## config.mk

```make
export PLATFORM = sky130hd
export DESIGN_NAME = sparse_polynomial_store_evaluator_core
export DESIGN_NICKNAME = d
export VERILOG_FILES = /design/src/spse_pkg.sv /design/src/sparse_polynomial_store_evaluator_core.sv
export SDC_FILE = /design/constraint.sdc
export NUM_CORES = 2
export LEC_CHECK = 0
export BUFFER_PORTS_ARGS = -buffer_cell sky130_fd_sc_hd__buf_2
export CAP_MARGIN = 20
export CORE_MARGIN = 3
export CORE_UTILIZATION = 60
export DETAILED_ROUTE_END_ITERATION = 6
export GPL_TIMING_DRIVEN = 0
export PLACE_DENSITY = 0.77
export SKIP_CTS_REPAIR_TIMING = 1
export SLEW_MARGIN = 30
export SYNTH_ARGS = -nofsm -noshare
export SYNTH_HDL_FRONTEND = slang
export SYNTH_SLANG_ARGS = --single-unit
```

## constraint.sdc

```tcl
create_clock -name aclk -period 9 [get_ports aclk]
set_clock_uncertainty 0.05 [all_clocks]
set_input_delay 0.45 -clock aclk [delete_from_list [all_inputs] [get_ports aclk]]
set_output_delay 0.45 -clock aclk [all_outputs]
set_load 0.05 [all_outputs]
```

## src/spse_pkg.sv

```systemverilog
package spse_pkg;

    // Highest power held in the coefficient store.
    localparam int MAX_DEGREE = 15;
    localparam int NUM_TERMS  = MAX_DEGREE + 1;
    localparam int PWR_W      = $clog2(NUM_TERMS);

    // Field widths of the stream payloads.
    localparam int ACTION_W = 2;
    localparam int INDEX_W  = 8;
    localparam int Q_W      = 32;
    localparam int DEG_W    = 4;
    localparam int PROD_W   = 2 * Q_W;
    localparam int S_DATA_W = 80;
    localparam int M_DATA_W = 40;

    // Operation codes carried in the action field.
    localparam logic [ACTION_W-1:0] ACT_SET  = 2'd0;
    localparam logic [ACTION_W-1:0] ACT_GET  = 2'd1;
    localparam logic [ACTION_W-1:0] ACT_EVAL = 2'd2;

    // Signed Q16.16 limits and the rounding constant for the product.
    localparam logic signed [PROD_W-1:0] Q_MAX  = PROD_W'(64'sd2147483647);
    localparam logic signed [PROD_W-1:0] Q_MIN  = -PROD_W'(64'sd2147483648);
    localparam logic signed [PROD_W-1:0] Q_HALF = PROD_W'(64'sd32768);

    typedef logic [NUM_TERMS-1:0] term_mask_t;

    typedef enum logic [2:0] {
        ST_IDLE,
        ST_GET,
        ST_MUL,
        ST_ADD,
        ST_DONE
    } spse_state_t;

    // Highest set bit of the term mask, or zero when the mask is empty.
    function automatic logic [PWR_W-1:0] highest_term(input term_mask_t mask);
        logic [PWR_W-1:0] deg;
        deg = '0;
        for (int i = 1; i < NUM_TERMS; i++) begin
            if (mask[i]) begin
                deg = PWR_W'(i);
            end
        end
        return deg;
    endfunction

endpackage

```

## src/sparse_polynomial_store_evaluator_core.sv

```systemverilog
// Sparse polynomial store and evaluator, Q16.16 fixed point.
// Input channel s_*: one transaction carries an action (set, get or evaluate),
// a power index, a coefficient and an evaluation point x. Result channel m_*:
// exactly one transaction per input, with the value, the degree of the stored
// polynomial after the operation, a saturation flag and an index status.
// After acceptance, set and an unused action code go straight to the DONE state,
// an in-range get passes through the GET state for the registered memory read,
// and evaluate walks all 16 stored coefficients through one shared multiplier,
// each Horner step a MUL state (multiply) and then an ADD state (round, add and
// saturate); the DONE state then writes the result to the output register.
// One item is worked on at a time; the result sits in an output register, so
// the next item is accepted while an earlier result still waits on m_tready.
// A stalled receiver holds the block only when a second result is ready.
// Reset clears the term mask, so every power reads as zero (the empty
// polynomial) from the first cycle after reset; no clearing pass is needed.
module sparse_polynomial_store_evaluator_core (
    input  logic                          aclk,
    input  logic                          aresetn,
    input  logic                          s_tvalid,
    output logic                          s_tready,
    // action[1:0], power_index[9:2], coefficient[41:10], x_value[73:42], zero pad
    input  logic [spse_pkg::S_DATA_W-1:0] s_tdata,
    output logic                          m_tvalid,
    input  logic                          m_tready,
    // result_value[31:0], poly_degree[35:32], overflow[36], status[37], zero pad
    output logic [spse_pkg::M_DATA_W-1:0] m_tdata
);
    import spse_pkg::*;

    // Input fields.
    logic [ACTION_W-1:0]   in_action;
    logic [INDEX_W-1:0]    in_power;
    logic signed [Q_W-1:0] in_coef;
    logic signed [Q_W-1:0] in_x;
    logic                  in_range_ok;
    logic                  s_accept;

    assign in_action   = s_tdata[1:0];
    assign in_power    = s_tdata[9:2];
    assign in_coef     = s_tdata[41:10];
    assign in_x        = s_tdata[73:42];
    assign in_range_ok = (in_power <= INDEX_W'(MAX_DEGREE));

    // Control and datapath registers.
    spse_state_t             state_reg, state_next;
    term_mask_t              mask_reg, mask_next;
    logic [PWR_W-1:0]        pwr_reg, pwr_next;
    logic signed [Q_W-1:0]   x_reg, x_next;
    logic signed [Q_W-1:0]   acc_reg, acc_next;
    logic signed [PROD_W-1:0] prod_reg;
    logic signed [PROD_W-1:0] mul_full;
    logic                    sat_reg, sat_next;
    logic                    status_reg, status_next;
    logic                    m_tvalid_reg, m_tvalid_next;
    logic [M_DATA_W-1:0]     m_tdata_reg, m_tdata_next;

    // Coefficient memory: one write port, one registered read port.
    logic signed [Q_W-1:0]   coef_mem [NUM_TERMS];
    logic                    mem_we;
    logic [PWR_W-1:0]        mem_waddr;
    logic [PWR_W-1:0]        mem_raddr;
    logic signed [Q_W-1:0]   rd_data_reg;
    logic                    rd_valid_reg;
    logic signed [Q_W-1:0]   rd_coef;

    always_ff @(posedge aclk) begin
        if (mem_we) begin
            coef_mem[mem_waddr] <= in_coef;
        end
        rd_data_reg  <= coef_mem[mem_raddr];
        rd_valid_reg <= mask_reg[mem_raddr];
    end

    // A power whose mask bit is clear reads as zero, which also covers reset.
    assign rd_coef = rd_valid_reg ? rd_data_reg : '0;

    // The block takes a new transaction only while idle.
    assign s_tready  = (state_reg == ST_IDLE);
    assign s_accept  = s_tvalid && s_tready;
    assign mem_waddr = in_power[PWR_W-1:0];
    assign mem_raddr = (state_reg == ST_IDLE) ? in_power[PWR_W-1:0] : pwr_reg;

    // Horner multiply, registered before the rounding and accumulation.
    assign mul_full = acc_reg * x_reg;

    always_ff @(posedge aclk) begin
        prod_reg <= mul_full;
    end

    // Round half up, drop the fraction, saturate, add the term, saturate.
    logic signed [PROD_W-1:0] shr_val;
    logic signed [Q_W-1:0]    scaled;
    logic                     scaled_sat;
    logic signed [Q_W:0]      sum_val;
    logic signed [Q_W-1:0]    step_val;
    logic                     step_sat;

    always_comb begin
        shr_val    = (prod_reg + Q_HALF) >>> 16;
        scaled_sat = 1'b0;
        if (shr_val > Q_MAX) begin
            scaled     = Q_MAX[Q_W-1:0];
            scaled_sat = 1'b1;
        end else if (shr_val < Q_MIN) begin
            scaled     = Q_MIN[Q_W-1:0];
            scaled_sat = 1'b1;
        end else begin
            scaled = shr_val[Q_W-1:0];
        end

        sum_val  = {scaled[Q_W-1], scaled} + {rd_coef[Q_W-1], rd_coef};
        step_sat = 1'b0;
        if (sum_val[Q_W] != sum_val[Q_W-1]) begin
            step_sat = 1'b1;
            step_val = sum_val[Q_W] ? Q_MIN[Q_W-1:0] : Q_MAX[Q_W-1:0];
        end else begin
            step_val = sum_val[Q_W-1:0];
        end
    end

    // State and payload registers.
    always_ff @(posedge aclk) begin
        if (!aresetn) begin
            state_reg    <= ST_IDLE;
            mask_reg     <= '0;
            m_tvalid_reg <= 1'b0;
        end else begin
            state_reg    <= state_next;
            mask_reg     <= mask_next;
            m_tvalid_reg <= m_tvalid_next;
        end
        pwr_reg     <= pwr_next;
        x_reg       <= x_next;
        acc_reg     <= acc_next;
        sat_reg     <= sat_next;
        status_reg  <= status_next;
        m_tdata_reg <= m_tdata_next;
    end

    // Sequencer: decode, memory access, Horner walk, result hand-off.
    always_comb begin
        state_next    = state_reg;
        mask_next     = mask_reg;
        pwr_next      = pwr_reg;
        x_next        = x_reg;
        acc_next      = acc_reg;
        sat_next      = sat_reg;
        status_next   = status_reg;
        m_tdata_next  = m_tdata_reg;
        m_tvalid_next = m_tvalid_reg && !m_tready;
        mem_we        = 1'b0;

        unique case (state_reg)
            ST_IDLE: begin
                if (s_accept) begin
                    acc_next    = '0;
                    sat_next    = 1'b0;
                    status_next = 1'b0;
                    state_next  = ST_DONE;
                    case (in_action)
                        ACT_SET: begin
                            status_next = !in_range_ok;
                            if (in_range_ok) begin
                                mem_we = 1'b1;
                                mask_next[in_power[PWR_W-1:0]] = (in_coef != '0);
                            end
                        end
                        ACT_GET: begin
                            status_next = !in_range_ok;
                            if (in_range_ok) begin
                                state_next = ST_GET;
                            end
                        end
                        ACT_EVAL: begin
                            x_next     = in_x;
                            pwr_next   = PWR_W'(MAX_DEGREE);
                            state_next = ST_MUL;
                        end
                        default: begin
                            state_next = ST_DONE;
                        end
                    endcase
                end
            end
            ST_GET: begin
                acc_next   = rd_coef;
                state_next = ST_DONE;
            end
            ST_MUL: begin
                state_next = ST_ADD;
            end
            ST_ADD: begin
                acc_next = step_val;
                sat_next = sat_reg || scaled_sat || step_sat;
                if (pwr_reg == '0) begin
                    state_next = ST_DONE;
                end else begin
                    pwr_next   = pwr_reg - 1'b1;
                    state_next = ST_MUL;
                end
            end
            ST_DONE: begin
                if (!m_tvalid_reg || m_tready) begin
                    m_tvalid_next = 1'b1;
                    m_tdata_next  = {2'b00, status_reg, sat_reg,
                                     DEG_W'(highest_term(mask_reg)), acc_reg};
                    state_next    = ST_IDLE;
                end
            end
            default: begin
                state_next = ST_IDLE;
            end
        endcase
    end

    assign m_tvalid = m_tvalid_reg;
    assign m_tdata  = m_tdata_reg;

endmodule

```

# Word-level counts from Yosys, hierarchy flattened
# Memories as Yosys holds them, arrays and structs flattened. A register that Yosys moved wholly into a read port is not among the register bits.
# Cells that the tools add are included.
[word_totals]
reg_bits = 193
ramBits = 512
inputBits = 84
output_inout_bits = 42
memories = 1
[mem_list]
columns = ["memory", "words", "word_bits", "read_ports", "rd_clocked_by_memory_dff", "write_ports", "line_no", "source"]
rows = [
  ["coef_mem", 16, 32, 1, 1, 1, "sparse_polynomial_store_evaluator_core.sv:58", "logic signed [Q_W-1:0] coef_mem [NUM_TERMS];"],
]
[classes]
add_sub_neg = 3
mul = 1
order_cmp = 6
n_eq_ne = 11
mux = 50
n_reduce_logical = 27
[op_table]
columns = ["operator", "n"]
rows = [
  ["$mux W32", 6],
  ["$pmux W32 S3", 1],
  ["$add A64 B17 Y64 const B", 1],
  ["$mul A32 B32 Y64", 1],
  ["$gt A48 B32 Y1 const B", 1],
  ["$lt A48 B32 Y1 const B", 1],
  ["$mux W4", 10],
  ["$add A32 B32 Y33", 1],
  ["$reduce_bool A32 Y1", 1],
  ["$mux W3", 8],
  ["$bwmux W16", 1],
  ["$mux W1", 16],
  ["$pmux W3 S5", 1],
  ["$lt A4 B5 Y1 const B", 2],
  ["$reduce_and A2 Y1", 5],
  ["$le A8 B4 Y1 const B", 1],
  ["$pmux W4 S2", 1],
  ["$reduce_and A4 Y1", 2],
  ["$reduce_or A8 Y1", 1],
  ["$eq A3 B2 Y1 const B", 2],
  ["$pmux W3 S2", 1],
  ["$bmux W1 S4", 1],
  ["$demux W1 S4", 1],
  ["$ge A4 B1 Y1 const B", 1],
  ["other kinds (21)", 31],
]

# Logic depth before layout (Yosys ltp)
[depth]
word_depth = 14
depth_mapped = 28
mapped_depth_nobuf = 27

# Least setup slack after synthesis
# OpenSTA, ideal clock, no wires.
[synth_path]
kind = "register to register"
startpoint = "register acc_reg[31]"
endpoint = "register prod_reg[63]"
setup_time_ns = 0.121
t_arrival_ns = 7.604
t_required_ns = 8.829
slack_ns = 1.225
stages_incl_launch_ff = 25
period_less_slack_ns = 7.775
path_cell_list = "edfxtp_1 -> clkbuf_1 -> nand2_1 -> inv_1 -> fa_1 -> fa_1 -> fa_1 -> fa_1 -> inv_1 -> fa_1 -> inv_1 -> fa_1 -> inv_1 -> fa_1 -> inv_1 -> fa_1 -> ha_1 -> nand2_1 -> o41ai_1 -> o21ba_2 -> o21ai_1 -> a22oi_1 -> o311ai_1 -> a31oi_1 -> xnor2_1"
[synth_via]
elab_chain_len = 1
[synth_rtl]
columns = ["element", "line_no", "source"]
rows = [
  ["from (decl)", "sparse_polynomial_store_evaluator_core.sv:49", "logic signed [Q_W-1:0] acc_reg, acc_next;"],
  ["from (signal assigned)", "sparse_polynomial_store_evaluator_core.sv:134", "acc_reg <= acc_next;"],
  ["$mul A32 B32 Y64", "sparse_polynomial_store_evaluator_core.sv:84", "assign mul_full = acc_reg * x_reg;"],
  ["via mul_full[63]", "sparse_polynomial_store_evaluator_core.sv:51", "logic signed [PROD_W-1:0] mul_full;"],
  ["to (signal assigned)", "sparse_polynomial_store_evaluator_core.sv:87", "prod_reg <= mul_full;"],
  ["to (decl)", "sparse_polynomial_store_evaluator_core.sv:50", "logic signed [PROD_W-1:0] prod_reg;"],
]
# The timed path passes the listed nets, and every way through them passes these cells.
# A chain may end at the register's enable or synchronous reset.

# Final worst setup path
[layout_path]
startpoint = "register acc_reg[29]"
endpoint = "register prod_reg[63]"
# Same word-level chain as after synthesis.

==> results.md <==
| Result | This run |
| --- | --- |
| Seq/Total Area, Yosys | 31.9% |
| Count of state elements after synthesis | 722 |
| Total die area | 112000 sq um |
| Most frequent cells in the layout | 1079 x sky130_fd_sc_hd__fa_1, 967 x sky130_fd_sc_hd__inv_1, 664 x sky130_fd_sc_hd__nand2_1 |
| Cts bufs inserted | 74 |
| Hold crit path type | primary input to flip-flop |
| Top metal layer carrying routed signals | met5 |
| Clock slew at the register clock pins of the worst setup and hold paths | 0.06 ns |
| Global-route wire length before repair | 306000 um |
| Crit path DAT | 9.45 ns |
| Min Clock Period, post-route | 8.93 ns |
| Post-detailed-route wirelength per cell | 28.1 um |
| Primary flip-flop cell chosen by synthesis mapping | sky130_fd_sc_hd__edfxtp_1 |
| Syn Inst Count | 5543 |
| Reg2Reg Depth | 25 |
| Result of the run | complete, no violations |
| Count of input and output buffers | 115 |
| Non-filler instance count after layout | 7329 |
| Routed wl met3 | 25400 um |
| DIE HEIGHT | 335 um |
| Reg2reg end | prod_reg[63] |
| Overall track demand over capacity in global routing | 37.8% |
| Total placed cells including tap cells | 7095 |
| Clock net sink count | 722 |
| Detailed Route Iter0 Violations | 4478 |
| Yosys warnings | 0 |
| Nets | 7258 |
| Type of the worst setup path | flip-flop to flip-flop |
| Met2 routed wirelength | 95000 um |
| Residual DRC count | 0 |
| Area after detailed placement | 68100 sq um |
| Chip Width | 335 um |
| H-tree lvl count | 3 |
| TritonCTS clock tree | yes |
| First-pass DRT Iterations | 7 |
| HPWL after detailed placement | 160000 um |
| Final period utilization | 99.3% |
| Critical path fanouts, max | 10 |
| End-of-flow core utilization | 67.4% |
| Total number of placement rows | 119 |
| Max FFs per register | 512 |
| RR Startpoint | acc_reg[29] |
| Source of the critical timing path | acc_reg[29] |
| Hold Path Cell Cnt | 1 |
| CP dominant cell by count | sky130_fd_sc_hd__fa_1 |
| Residual overflow from global routing | 0 |
| Root buffer cell | sky130_fd_sc_hd__clkbuf_16 |
| Met1 Routed Length | 68500 um |
| Antenna violations before repair | 12 |
| Number of synthesized flops with an enable pin | 620 |
| Capturing element type of the critical path | flip-flop |
| Clock latency on the worst-skew pair | 0.68 ns |
| Via total after detailed routing | 44600 |
| Slew at the pin closest to its max-slew limit | 1.10 ns |
| Max-cap violations | 0 |
| Starting utilization of the core area | 61.0% |
| Critical Path Max Stage Delay | 0.64 ns |
| Final TNS setup | 0 ns |
| Count of boundary I/O pins | 126 |
| Data required time of the worst path | 9.51 ns |
| Category of the worst setup path launch point | flip-flop |
| Synth-to-layout area growth | 10.5% |
| Pin count of the biggest net entering global routing | 25 |
| Vias in the first global route | 47700 |
| Share of final-layout standard cells stronger than drive strength 1 | 11.7% |
| Deepest clock path buffer count | 3 |
| Crit path max-delay cell type | sky130_fd_sc_hd__clkbuf_1 |
| Worst R2R Setup Slack | 0.07 ns |
| Final antenna-violating net count | 0 |
| Total of endpoints with negative setup slack in the final report | 0 |
| Distinct cell type count of the synthesized netlist | 89 |
| Placeable Area | 106000 sq um |
| Placer Congestion | 1.09 |
| Final Routed Wirelength | 206000 um |
| Count of final max-slew check failures | 0 |
| Mean Syn Cell Area | 11.7 sq um |
| Detailed-route vias per instance | 6.09 |
| Relative slew slack | 26.6% |
| Total non-filler cell area in the finished layout | 71600 sq um |
| Post-synth ARST share | 0% |
| Post-synth design cell area | 64800 sq um |
| Fmax | 112 MHz |
| Worst setup path endpoint | prod_reg[63] |
| Final Hold Vio Count | 0 |
| Leading cell type in the layout, fill and taps excluded | sky130_fd_sc_hd__fa_1 |
## Yosys cell counts (10+ instances only)
| library cell | n | share of area, % |
|---|---|---|
| sky130_fd_sc_hd__mux2i_1 | 10 | 0.15 |
| sky130_fd_sc_hd__o21ai_0 | 47 | 0.36 |
| sky130_fd_sc_hd__a21o_1 | 24 | 0.28 |
| sky130_fd_sc_hd__o21ai_2 | 30 | 0.41 |
| sky130_fd_sc_hd__o211ai_1 | 29 | 0.34 |
| sky130_fd_sc_hd__ha_1 | 218 | 4.2 |
| sky130_fd_sc_hd__nor2_1 | 126 | 0.73 |
| sky130_fd_sc_hd__nor3b_1 | 16 | 0.19 |
| sky130_fd_sc_hd__nand2b_1 | 17 | 0.16 |
| sky130_fd_sc_hd__nor4_1 | 19 | 0.18 |
| sky130_fd_sc_hd__nor2b_1 | 17 | 0.16 |
| sky130_fd_sc_hd__nand4_1 | 27 | 0.26 |
| sky130_fd_sc_hd__and2_1 | 581 | 5.6 |
| sky130_fd_sc_hd__clkbuf_1 | 259 | 1.5 |
| sky130_fd_sc_hd__xor2_1 | 56 | 0.76 |
| sky130_fd_sc_hd__nand3_1 | 30 | 0.23 |
| sky130_fd_sc_hd__a211oi_1 | 38 | 0.44 |
| sky130_fd_sc_hd__o21a_1 | 10 | 0.12 |
| sky130_fd_sc_hd__and3_1 | 12 | 0.12 |
| sky130_fd_sc_hd__o21bai_1 | 18 | 0.21 |
| sky130_fd_sc_hd__nor3_1 | 44 | 0.34 |
| sky130_fd_sc_hd__a31oi_1 | 40 | 0.39 |
| sky130_fd_sc_hd__edfxtp_1 | 620 | 29 |
| sky130_fd_sc_hd__nand2_1 | 665 | 3.9 |
| sky130_fd_sc_hd__mux4_2 | 132 | 4.6 |
| sky130_fd_sc_hd__inv_1 | 970 | 5.6 |
| sky130_fd_sc_hd__fa_1 | 1082 | 33 |
| sky130_fd_sc_hd__xnor2_1 | 78 | 1.1 |
| sky130_fd_sc_hd__dfxtp_1 | 102 | 3.2 |
| sky130_fd_sc_hd__a21oi_1 | 99 | 0.76 |
## stage by stage
stage	hold slack, ns	setup WS [ns]
2_1_floorplan	0.350	1.23
3_3_place_gp	0.354	-0.975
3_5_place_dp	0.359	-1.09
4_1_cts	-0.150	-1.21
5_1_grt	0.0285	-0.00405
6_report	0.0428	0.0651
## metal layers
metal / up-vias / track usage [%]
met3: 824 / 12.3
met2: 3104 / 59.5
li1: 18300 / -
met1: 22400 / 45.6
met4: 8 / 23.5
met5: - / 0
## cell type report
cell class              instances  area (sq um)
multi-input cells            3567         39500
fillers                      7665         34600
flip-flops and latches        722         20700
inverters                     972          3660
repair buffers                254          2280
clock buffers                  95          1990
well taps                    1391          1740
plain buffers                 283          1350
clock inverters                37           432
diodes                          8          20.0
## cells by family (layout without fill, tap and decap cells)
group,count (synthesis),after routing,synth area share (%)
xor gates and xnor gates,134,134,1.81
muxes,144,144,4.78
AOI/OAI and AO/OA,396,396,4.07
adders and majority gates,1300,1300,37.6
DFF,722,722,31.9
other,1,10,0.00579
and+or+nand+nor,1591,1591,12.3
buffers and inverters,1255,1641,7.46
## how the worst min path moves through the flow
stage / start / to
after floorplan: status_reg / m_tdata[37]
after global placement: status_reg / m_tdata[37]
after detailed placement: status_reg / m_tdata[37]
after CTS: s_tdata[45] / x_reg[3]
after global routing: s_tdata[55] / x_reg[13]
final: s_tdata[55] / x_reg[13]
## worst max-delay path: cells and delay by family (launching register included)
| family | cells | cell delay, ns |
|---|---|---|
| AO/OA/AOI/OAI | 8 | 2.04 |
| XOR/XNOR | 1 | 0.21 |
| adder cells (fa/ha/maj) | 9 | 4.48 |
| buffers and inverters | 5 | 0.85 |
| flip-flops | 1 | 0.63 |
| AND/OR/NAND/NOR | 2 | 0.55 |
Power is not shown: default switching activity piles up to over one toggle a cycle in this logic, so the estimate is an artifact.
